### config.mk
export PLATFORM = sky130hd
export DESIGN_NAME = markup_command_tokenizer_unit
export DESIGN_NICKNAME = d
export VERILOG_FILES = /design/src/design/mct_pkg.sv /design/src/design/markup_command_tokenizer_unit.sv /design/src/design/mct_step.sv /design/src/design/mct_out_queue.sv
export SDC_FILE = /design/constraint.sdc
export NUM_CORES = 1
export LEC_CHECK = 0
export ABC_AREA = 1
export BUFFER_PORTS_ARGS = -buffer_cell sky130_fd_sc_hd__buf_2
export CORE_MARGIN = 1.5
export CORE_UTILIZATION = 32
export DETAILED_ROUTE_END_ITERATION = 6
export PLACE_DENSITY = 0.56
export SLEW_MARGIN = 25
export SYNTH_ARGS = -nofsm -noshare
export SYNTH_HDL_FRONTEND = slang
export SYNTH_HIERARCHICAL = 1
export SYNTH_SLANG_ARGS = --single-unit
export TNS_END_PERCENT = 100
### constraint.sdc
create_clock -name clk -period 5 [get_ports clk]
set_input_delay 0.75 -clock clk [delete_from_list [all_inputs] [get_ports clk]]
set_output_delay 0.75 -clock clk [all_outputs]
set_load 0.02 [all_outputs]
### src/design/mct_pkg.sv
// shared types, byte constants and character class functions for the script tokenizer
package mct_pkg;

	localparam int MAX_RESULTS = 3;
	localparam int CNT_W       = 2;

	localparam logic [7:0] CH_BACKSLASH = 8'h5C;
	localparam logic [7:0] CH_PERCENT   = 8'h25;
	localparam logic [7:0] CH_BANG      = 8'h21;
	localparam logic [7:0] CH_STAR      = 8'h2A;
	localparam logic [7:0] CH_AMP       = 8'h26;
	localparam logic [7:0] CH_QUEST     = 8'h3F;
	localparam logic [7:0] CH_UNDER     = 8'h5F;
	localparam logic [7:0] CH_LBRACKET  = 8'h5B;
	localparam logic [7:0] CH_RBRACKET  = 8'h5D;

	localparam logic [1:0] ROLE_TEXT   = 2'd0;
	localparam logic [1:0] ROLE_NAME   = 2'd1;
	localparam logic [1:0] ROLE_OPTION = 2'd2;
	localparam logic [1:0] ROLE_END    = 2'd3;

	typedef enum logic [1:0] {
		MODE_TEXT   = 2'd0,
		MODE_HELD   = 2'd1,
		MODE_NAME   = 2'd2,
		MODE_OPTION = 2'd3
	} mode_t;

	typedef struct packed {
		mode_t mode;
		logic  held_pct;
		logic  trail;
		logic  esc;
		logic  in_text;
	} scan_state_t;

	localparam scan_state_t SCAN_RESET = '{
		mode:     MODE_TEXT,
		held_pct: 1'b0,
		trail:    1'b0,
		esc:      1'b0,
		in_text:  1'b0
	};

	typedef struct packed {
		logic [7:0] out_byte;
		logic [1:0] role;
		logic       part_start;
		logic       unterminated;
	} result_t;

	typedef struct packed {
		result_t [MAX_RESULTS-1:0] res;
		logic    [CNT_W-1:0]       count;
	} bundle_t;

	function automatic logic is_marker(input logic [7:0] b);
		return (b == CH_BACKSLASH) || (b == CH_PERCENT);
	endfunction

	function automatic logic is_lead(input logic [7:0] b, input logic en);
		return en && (((b >= 8'h81) && (b <= 8'h9F)) || ((b >= 8'hE0) && (b <= 8'hFC)));
	endfunction

	function automatic logic is_name_char(input logic [7:0] b);
		return ((b >= 8'h41) && (b <= 8'h5A)) ||
		       ((b >= 8'h61) && (b <= 8'h7A)) ||
		       ((b >= 8'h30) && (b <= 8'h39)) ||
		       (b == CH_BANG) || (b == CH_STAR) || (b == CH_AMP) ||
		       (b == CH_QUEST) || (b == CH_UNDER);
	endfunction

endpackage

### src/design/markup_command_tokenizer_unit.sv
// top level of the markup script tokenizer: input register, scan state and result queue
//
//  channel   signals                                   direction  meaning
//  in        in_valid in_stall in_byte end_of_script   request in one script byte
//  out       out_valid out_stall out_byte role ...     request out one tagged byte
//  cfg       cfg_we cfg_wdata                          write in   double_byte_enable
//
// a byte waits in the input register, then the scan logic turns it into
// zero to three results in the result register, which sends one result a cycle
// a new byte can be taken every cycle while each byte makes at most one result and
// out_stall is low; a byte making more results stalls the input until all are sent
// reset puts the scanner in text mode with no part open and enables double-byte
// out_stall holds the current result; the input stalls once both registers are full
module markup_command_tokenizer_unit import mct_pkg::*; (
	input  logic       clk,
	input  logic       arst_n,
	input  logic       in_valid,
	output logic       in_stall,
	input  logic [7:0] in_byte,
	input  logic       end_of_script,
	output logic       out_valid,
	input  logic       out_stall,
	output logic [7:0] out_byte,
	output logic [1:0] role,
	output logic       part_start,
	output logic       unterminated,
	output logic       run_last,
	input  logic       cfg_we,
	input  logic       cfg_wdata
);

	// input register
	logic [7:0]  byte_s1;
	logic        eos_s1;
	logic        valid_s1;

	// scan state and configuration
	scan_state_t scan_q;
	scan_state_t scan_nxt;
	logic        double_byte_enable_q;

	bundle_t     bundle;
	logic        can_load;
	logic        s1_move;
	logic        accept;

	// the byte in the input register moves on when the result register frees up
	assign s1_move  = valid_s1 && can_load;
	assign in_stall = valid_s1 && !can_load;
	assign accept   = in_valid && !in_stall;

	always_ff @(posedge clk or negedge arst_n) begin
		if (!arst_n) begin
			valid_s1             <= 1'b0;
			scan_q               <= SCAN_RESET;
			double_byte_enable_q <= 1'b1;
		end else begin
			if (accept) begin
				valid_s1 <= 1'b1;
			end else if (s1_move) begin
				valid_s1 <= 1'b0;
			end
			if (s1_move) begin
				scan_q <= scan_nxt;
			end
			if (cfg_we) begin
				double_byte_enable_q <= cfg_wdata;
			end
		end
	end

	// payload of the input register, no reset needed
	always_ff @(posedge clk) begin
		if (accept) begin
			byte_s1 <= in_byte;
			eos_s1  <= end_of_script;
		end
	end

	mct_step u_step (
		.in_byte            (byte_s1),
		.end_of_script      (eos_s1),
		.double_byte_enable (double_byte_enable_q),
		.cur                (scan_q),
		.nxt                (scan_nxt),
		.bundle             (bundle)
	);

	// bytes that make no result (held marker, brackets) never enter the queue
	mct_out_queue u_out_queue (
		.clk          (clk),
		.arst_n       (arst_n),
		.load         (s1_move),
		.load_bundle  (bundle),
		.can_load     (can_load),
		.out_valid    (out_valid),
		.out_stall    (out_stall),
		.out_byte     (out_byte),
		.role         (role),
		.part_start   (part_start),
		.unterminated (unterminated),
		.run_last     (run_last)
	);

endmodule

### src/design/mct_step.sv
// per-byte scan logic: next scan state and up to three results for one byte
module mct_step import mct_pkg::*; (
	input  logic [7:0]  in_byte,
	input  logic        end_of_script,
	input  logic        double_byte_enable,
	input  scan_state_t cur,
	output scan_state_t nxt,
	output bundle_t     bundle
);

	function automatic result_t mk(input logic [7:0] b, input logic [1:0] r,
	                               input logic s, input logic u);
		result_t x;
		x.out_byte     = b;
		x.role         = r;
		x.part_start   = s;
		x.unterminated = u;
		return x;
	endfunction

	always_comb begin
		scan_state_t st;
		logic [CNT_W-1:0] n;
		logic do_name;
		logic do_text;
		logic unterm;
		logic [7:0] held_b;

		st      = cur;
		n       = '0;
		do_name = 1'b0;
		do_text = 1'b0;
		unterm  = 1'b0;
		bundle  = '0;
		held_b  = cur.held_pct ? CH_PERCENT : CH_BACKSLASH;

		case (cur.mode)
			MODE_TEXT: begin
				if (cur.trail) begin
					st.trail = 1'b0;
					bundle.res[n] = mk(in_byte, ROLE_TEXT, 1'b0, 1'b0);
					n = n + 1'b1;
				end else begin
					do_text = 1'b1;
				end
			end
			MODE_HELD: begin
				if (is_marker(in_byte)) begin
					// doubled marker reads as two text bytes
					bundle.res[n] = mk(held_b, ROLE_TEXT, !cur.in_text, 1'b0);
					n = n + 1'b1;
					bundle.res[n] = mk(in_byte, ROLE_TEXT, 1'b0, 1'b0);
					n = n + 1'b1;
					st.in_text = 1'b1;
					st.mode    = MODE_TEXT;
				end else begin
					bundle.res[n] = mk(held_b, ROLE_NAME, 1'b1, 1'b0);
					n = n + 1'b1;
					st.in_text = 1'b0;
					do_name    = 1'b1;
				end
			end
			MODE_NAME: begin
				do_name = 1'b1;
			end
			MODE_OPTION: begin
				if (cur.trail) begin
					st.trail = 1'b0;
					bundle.res[n] = mk(in_byte, ROLE_OPTION, 1'b0, 1'b0);
					n = n + 1'b1;
				end else if (cur.esc && (in_byte == CH_RBRACKET)) begin
					st.esc = 1'b0;
					bundle.res[n] = mk(in_byte, ROLE_OPTION, 1'b0, 1'b0);
					n = n + 1'b1;
				end else begin
					st.esc = 1'b0;
					if (in_byte == CH_RBRACKET) begin
						st.mode = MODE_TEXT;
					end else begin
						bundle.res[n] = mk(in_byte, ROLE_OPTION, 1'b0, 1'b0);
						n = n + 1'b1;
						if (in_byte == CH_BACKSLASH) begin
							st.esc = 1'b1;
						end else if (is_lead(in_byte, double_byte_enable)) begin
							st.trail = 1'b1;
						end
					end
				end
			end
			default: begin
				st = cur;
			end
		endcase

		if (do_name) begin
			if (is_name_char(in_byte)) begin
				st.mode = MODE_NAME;
				bundle.res[n] = mk(in_byte, ROLE_NAME, 1'b0, 1'b0);
				n = n + 1'b1;
			end else if (in_byte == CH_LBRACKET) begin
				st.mode  = MODE_OPTION;
				st.esc   = 1'b0;
				st.trail = 1'b0;
			end else begin
				do_text = 1'b1;
			end
		end

		if (do_text) begin
			if (is_marker(in_byte)) begin
				st.mode     = MODE_HELD;
				st.held_pct = (in_byte == CH_PERCENT);
			end else begin
				st.mode = MODE_TEXT;
				bundle.res[n] = mk(in_byte, ROLE_TEXT, !st.in_text, 1'b0);
				n = n + 1'b1;
				st.in_text = 1'b1;
				if (is_lead(in_byte, double_byte_enable)) begin
					st.trail = 1'b1;
				end
			end
		end

		if (end_of_script) begin
			unterm = (st.mode == MODE_OPTION);
			if (st.mode == MODE_HELD) begin
				// lone marker at the end becomes an empty command
				bundle.res[n] = mk(st.held_pct ? CH_PERCENT : CH_BACKSLASH,
				                   ROLE_NAME, 1'b1, 1'b0);
				n = n + 1'b1;
			end
			bundle.res[n] = mk(8'h00, ROLE_END, 1'b0, unterm);
			n = n + 1'b1;
			st = SCAN_RESET;
		end

		bundle.count = n;
		nxt          = st;
	end

endmodule

### src/design/mct_out_queue.sv
// result register for one byte's results, sending one per cycle unless stalled
module mct_out_queue import mct_pkg::*; (
	input  logic       clk,
	input  logic       arst_n,
	input  logic       load,
	input  bundle_t    load_bundle,
	output logic       can_load,
	output logic       out_valid,
	input  logic       out_stall,
	output logic [7:0] out_byte,
	output logic [1:0] role,
	output logic       part_start,
	output logic       unterminated,
	output logic       run_last
);

	bundle_t          bundle_s2;
	logic             valid_s2;
	logic [CNT_W-1:0] idx_q;
	logic             done;
	result_t          cur;

	assign cur          = bundle_s2.res[idx_q];
	assign run_last     = (idx_q == (bundle_s2.count - 1'b1));
	assign done         = valid_s2 && !out_stall && run_last;
	assign can_load     = !valid_s2 || done;
	assign out_valid    = valid_s2;
	assign out_byte     = cur.out_byte;
	assign role         = cur.role;
	assign part_start   = cur.part_start;
	assign unterminated = cur.unterminated;

	always_ff @(posedge clk or negedge arst_n) begin
		if (!arst_n) begin
			valid_s2 <= 1'b0;
			idx_q    <= '0;
		end else if (can_load) begin
			valid_s2 <= load && (load_bundle.count != '0);
			idx_q    <= '0;
		end else if (valid_s2 && !out_stall) begin
			idx_q <= idx_q + 1'b1;
		end
	end

	always_ff @(posedge clk) begin
		if (can_load && load) begin
			bundle_s2 <= load_bundle;
		end
	end

endmodule

Word level (Yosys, flattened, before mapping). Index checks and enable logic that the tools add are counted.

Register bits: 58. Input bits: 15. Output and inout bits: 15. Logic and storage cells: 188.

Add/sub/neg operators: 6. $lt $le $gt $ge: 19. Equality and inequality tests: 15. Multiplexer cells: 86. Reductions and logical operators: 38.

Operators by type and width (count): 36-bit two-way mux (7); 36-bit bitwise mux (4); 12-bit two-way mux (11); 12-bit demux with 2-bit select (4); 2-bit two-way mux (23); 8-bit by 6-bit equality test with 1-bit output (second input constant) (5); 12-bit case mux with 3 select lines (1); 8-bit by 7-bit equality test with 1-bit output (second input constant) (4); 1-bit two-way mux (26); 12-bit binary-select mux with 2-bit select (1); 1-bit logical AND (18); 8-bit by 7-bit greater-or-equal comparator with 1-bit output (second input constant) (2); 8-bit greater-or-equal comparator (second input constant) (2); 8-bit by 7-bit <= comparator with 1-bit output (second input constant) (2); 8-bit <= comparator (second input constant) (2); 2-bit by 3-bit < comparator with 1-bit output (second input constant) (5); 7-bit two-way mux (2); 2-bit by 1-bit adder with 2-bit output (second input constant) (5); 1-bit logical OR (10); 2-bit by 1-bit greater-or-equal comparator with 1-bit output (second input constant) (4); 8-bit by 6-bit greater-or-equal comparator with 1-bit output (second input constant) (1); 8-bit by 6-bit <= comparator with 1-bit output (second input constant) (1); 2-bit equality test (second input constant) (3); 1-bit logical NOT (6); 11 further kinds (15).

Logic depth before layout (Yosys ltp).
Depth after elaboration: 25. Depth in mapped cells: 25. Gate-level depth less buffers: 24.

Cells and area by module. The synthesis kept the hierarchy.

Modules (own cells, without submodules): mct_step (instances 1, cells each 364, area each 1824.2 µm², seq. area each 0.0 µm²); mct_out_queue (instances 1, cells each 121, area each 1616.6 µm², seq. area each 1216.2 µm²); markup_command_tokenizer_unit (instances 1, cells each 48, area each 629.4 µm², seq. area each 471.7 µm²).

Least setup slack after synthesis. Ideal clock, no wire load.

Kind: flip-flop to flip-flop. Start point: register scan_q[5] in the netlist's numbering. End point: register u_out_queue/bundle_s2[11] in the netlist's numbering, data pin. Setup time: 0.253 ns. Arrival: 3.348 ns. Data required time: 4.747 ns. Slack: 1.398 ns. Stages on the path, launching flop included: 24. Buffers on the path: 0. Clock period less this slack: 3.602 ns. Path through: dfrtp_1 > inv_1 > ha_1 > inv_1 > nor2_1 > inv_1 > nor2_1 > inv_1 > nand2_1 > inv_1 > ha_1 > a21oi_1 > ha_1 > nand2_1 > o21ai_2 > ha_1 > or2_1 > o21ai_2 > ha_1 > nand2_1 > nand2_2 > inv_2 > nand2_1 > nand2_1.

RTL lines: start, declared (line markup_command_tokenizer_unit.sv:38) `scan_state_t scan_q;`; start signal, assigned (line markup_command_tokenizer_unit.sv:64) `scan_q <= scan_nxt;`; end signal, assigned (line mct_out_queue.sv:47) `bundle_s2 <= load_bundle;`; end, declared (line mct_out_queue.sv:17) `bundle_t bundle_s2;`.

==> metrics.txt <==
status finished clean; critical path data arrival time 4320 ps; post-CTS setup buffers 0; antenna cell count 0; Tightest Pin Transition roughly 710 ps; Worst Skew roughly 7.2 ps; P_int around 1600 uW; Yosys reg bits 58; layout cell share with drive strength beyond 1 0.169; Fillers ~1300; Ports 30; CP Launch Type register; Syn Inst Count 533; post-CTS sizing 0; total chip power 3150 uW; ys flop type edfxtp_1; Die X 116 um; Crit Path Class reg -> reg; TritonRoute pass-1 iters 5; ys async rst share 0.190; total CTS buffers 9; share of total power in sequential cells 0.283; FMAX ~0.24 GHz; Area contributors post-synth edfxtp_1 (35%), nand2_1 (14%), nand3_1 (7.3%); nets ~600; worst path cell trace inv_2 -> nand2_1 -> nor2_1 -> nand2_2 -> nand2_1 -> inv_1 -> nor2_1 -> inv_1 -> ha_1 -> a21oi_1 -> ha_1 -> nand2_1 -> o21ai_2 -> ha_1 -> or2_1 -> o21ai_2 -> ha_1 -> nand2_1 -> nand2_2 -> inv_2 -> nand2_1 -> nand2_1; number of flops mapped to enable cells by yosys 47; DR DRC count 0; minimum clock period 4240 ps; Post-CTS Hold Buffers 0; Final Hold Viols 0; clock sink count 58; GRT Total Usage 0.167; critical path's slowest cell edfxtp_1; Crit. End Element register; pwr/cell area 672 nW/um^2; Net Sw Frac 0.478; sequential share of the synthesized area 0.415; Leak roughly 0.0021 uW; Via density ~4.8; largest net degree at the start of global routing 28; Worst-Skew Late Latency around 330 ps; final antenna-violating net count 0; Critical Path Max Stage Delay 500 ps; grt total ovfl 0; Clk pin slew, worst setup/hold paths approximately 50 ps; syn_nets between 500 and 600; vias between 3000 and 4000; DIE AREA 13400 sq um; most used cell along the critical path nand2_1; Final WS setup 758 ps; average wire per cell in the routed design 14.2 um; Final Max Slew Viols 0; Distinct cells, synth 37; Place WS 809 ps; setup TNS 0 ps; CORE AREA approximately 13000 sq um; Gate power share 0.537; Chip Height ~120 um; floorplan row count between 40 and 50; Final period util 0.848; Data required, critical path just over 5000 ps; final core utilization 0.374; maximum vdd drop between 150 and 200 uV; GP Congestion roughly 0.93; Initial Utilization 0.325; crit-path max FO 7; final setup vio count 0; first-pass GRT wire length roughly 17000 um; area grow syn2layout 14.9%; headroom to the max-slew limit 0.529; area leader, netlist edfxtp_1; initial antenna violation count 0; TritonCTS clock tree done; Synth top area share 0.347; Ys Warns 6; post-DP HPWL a little over 8000 um; Root Driver clkbuf_16; maximum clock path buffer count 2; Hold Path Class in -> async; max_cap viols 0; Psw ~1500 uW; RSZ-0062 raised after global routing false; port bufs 29; number of DRC markers in iteration 0 about 230; Hold WS slightly above 300 ps; number of global-route vias before repair ~3400; syn avg cell area 7.64 sq um; Clk pwr share 0.180; Cell Area, Synth around 4100 sq um; Post-Route WL ~10000 um; number of H-tree levels 3
==> power groups by stage <==
stage          clock [uW]  sequential (uW)  combinational [uW]
6_report              565              891                1690
5_1_grt               600              912                1900
4_1_cts               576              893                1690
3_5_place_dp            0              900                1680
3_3_place_gp            0              902                1630
2_1_floorplan           0              838                1280
==> final cells by class <==
type	instances	area, sq um	share of cell area
well taps	172	215	0.0460
multi-input cells	401	2080	0.445
flip-flops and latches	58	1690	0.361
clock inverters	3	16.3	0.00348
clock buffers	13	260	0.0556
repair buffers	31	188	0.0401
inverters	61	231	0.0495
==> worst paths after layout <==
check                                            startpoint                                  end  slack [ps]  cells past startpoint
hold reg to reg            double_byte_enable_q$_DFFE_PN1P_     double_byte_enable_q$_DFFE_PN1P_         490                      2
hold / removal                                       arst_n     u_out_queue/idx_q[1]$_DFFE_PN0P_         310                      1
setup / recovery                       byte_s1[7]$_DFFE_PP_  u_out_queue/bundle_s2[12]$_DFFE_PP_         760                     22
min in group clk           double_byte_enable_q$_DFFE_PN1P_     double_byte_enable_q$_DFFE_PN1P_         490                      2
setup reg to reg                       byte_s1[7]$_DFFE_PP_  u_out_queue/bundle_s2[12]$_DFFE_PP_         760                     22
max in group asynchronous                            arst_n     double_byte_enable_q$_DFFE_PN1P_        4400                      1
==> layout by cell type, fill, tap and decap left out, types with 2 or more instances in the layout <==
| cell type | count |
|---|---|
| nand4_1 | 9 |
| clkbuf_8 | 2 |
| edfxtp_1 | 47 |
| o211ai_1 | 2 |
| o21ai_0 | 27 |
| clkbuf_1 | 2 |
| nand3_1 | 59 |
| buf_2 | 29 |
| clkbuf_16 | 9 |
| inv_1 | 47 |
| nand2_4 | 6 |
| inv_2 | 13 |
| nand2_2 | 11 |
| ha_1 | 18 |
| dfrtp_1 | 10 |
| nor3_1 | 5 |
| o21ai_1 | 9 |
| xor2_1 | 3 |
| nor2_2 | 6 |
| o21ai_2 | 3 |
| nand2_1 | 151 |
| nand3_2 | 4 |
| a211oi_1 | 2 |
| a21oi_1 | 17 |
| nor2_1 | 58 |
==> cell families after synthesis <==
logic type,after synthesis,synth area share
AND/OR/NAND/NOR,315,0.359
buffers and inverters,74,0.0762
XOR/XNOR,3,0.00646
adder cells (fa/ha/maj),18,0.0553
flip-flops,58,0.415
AO/OA/AOI/OAI,65,0.0885
==> critical path: cells and delay by family (launching register included) <==
kind                       cells  cell delay, ps
buffers and inverters          4             490
DFF                            1             500
AOI/OAI and AO/OA              3             440
and+or+nand+nor               11            1510
adders and majority gates      4            1040
==> per-stage QoR <==
stage	instances	cell area (sq um)
2_1_floorplan	533	4070
3_3_place_gp	721	4360
3_5_place_dp	723	4400
4_1_cts	739	4680
5_1_grt	739	4680
6_report	739	4680
==> registers in the layout, summed over array words and instances, names as in the netlist <==
| signal | count |
|---|---|
| u_out_queue/bundle_s2 | 38 |
| u_out_queue/out_valid | 1 |
| valid_s1 | 1 |
| scan_q | 6 |
| byte_s1 | 8 |
| double_byte_enable_q | 1 |
| u_out_queue/idx_q | 2 |
| eos_s1 | 1 |
==> synth_stat cells, types with 2 or more instances <==
library cell	count
clkbuf_1	3
o21ai_0	27
nand2_4	6
nor2_1	58
dfrtp_1	10
nand2_1	151
buf_4	2
buf_6	2
xor2_1	3
a211oi_1	2
nand4_1	9
a21oi_1	17
nand3_2	4
o21ai_2	3
inv_2	13
o211ai_1	2
nand2_2	11
a21oi_2	2
o21ai_1	9
inv_1	47
edfxtp_1	47
nor2_2	6
nor3_1	5
buf_2	6
nand3_1	59
ha_1	18
==> metal layers <==
layer | global-route usage | wire length [um] | vias to the layer above
li1 | - | - | 1812
met1 | 0.214 | 4910 | 1653
met2 | 0.282 | 4880 | 90
met3 | 0.0293 | 417 | 19
met4 | 0.0659 | 248 | 0
met5 | 0 | 0 | -
No activity file was read; power rests on OpenSTA's default activity.
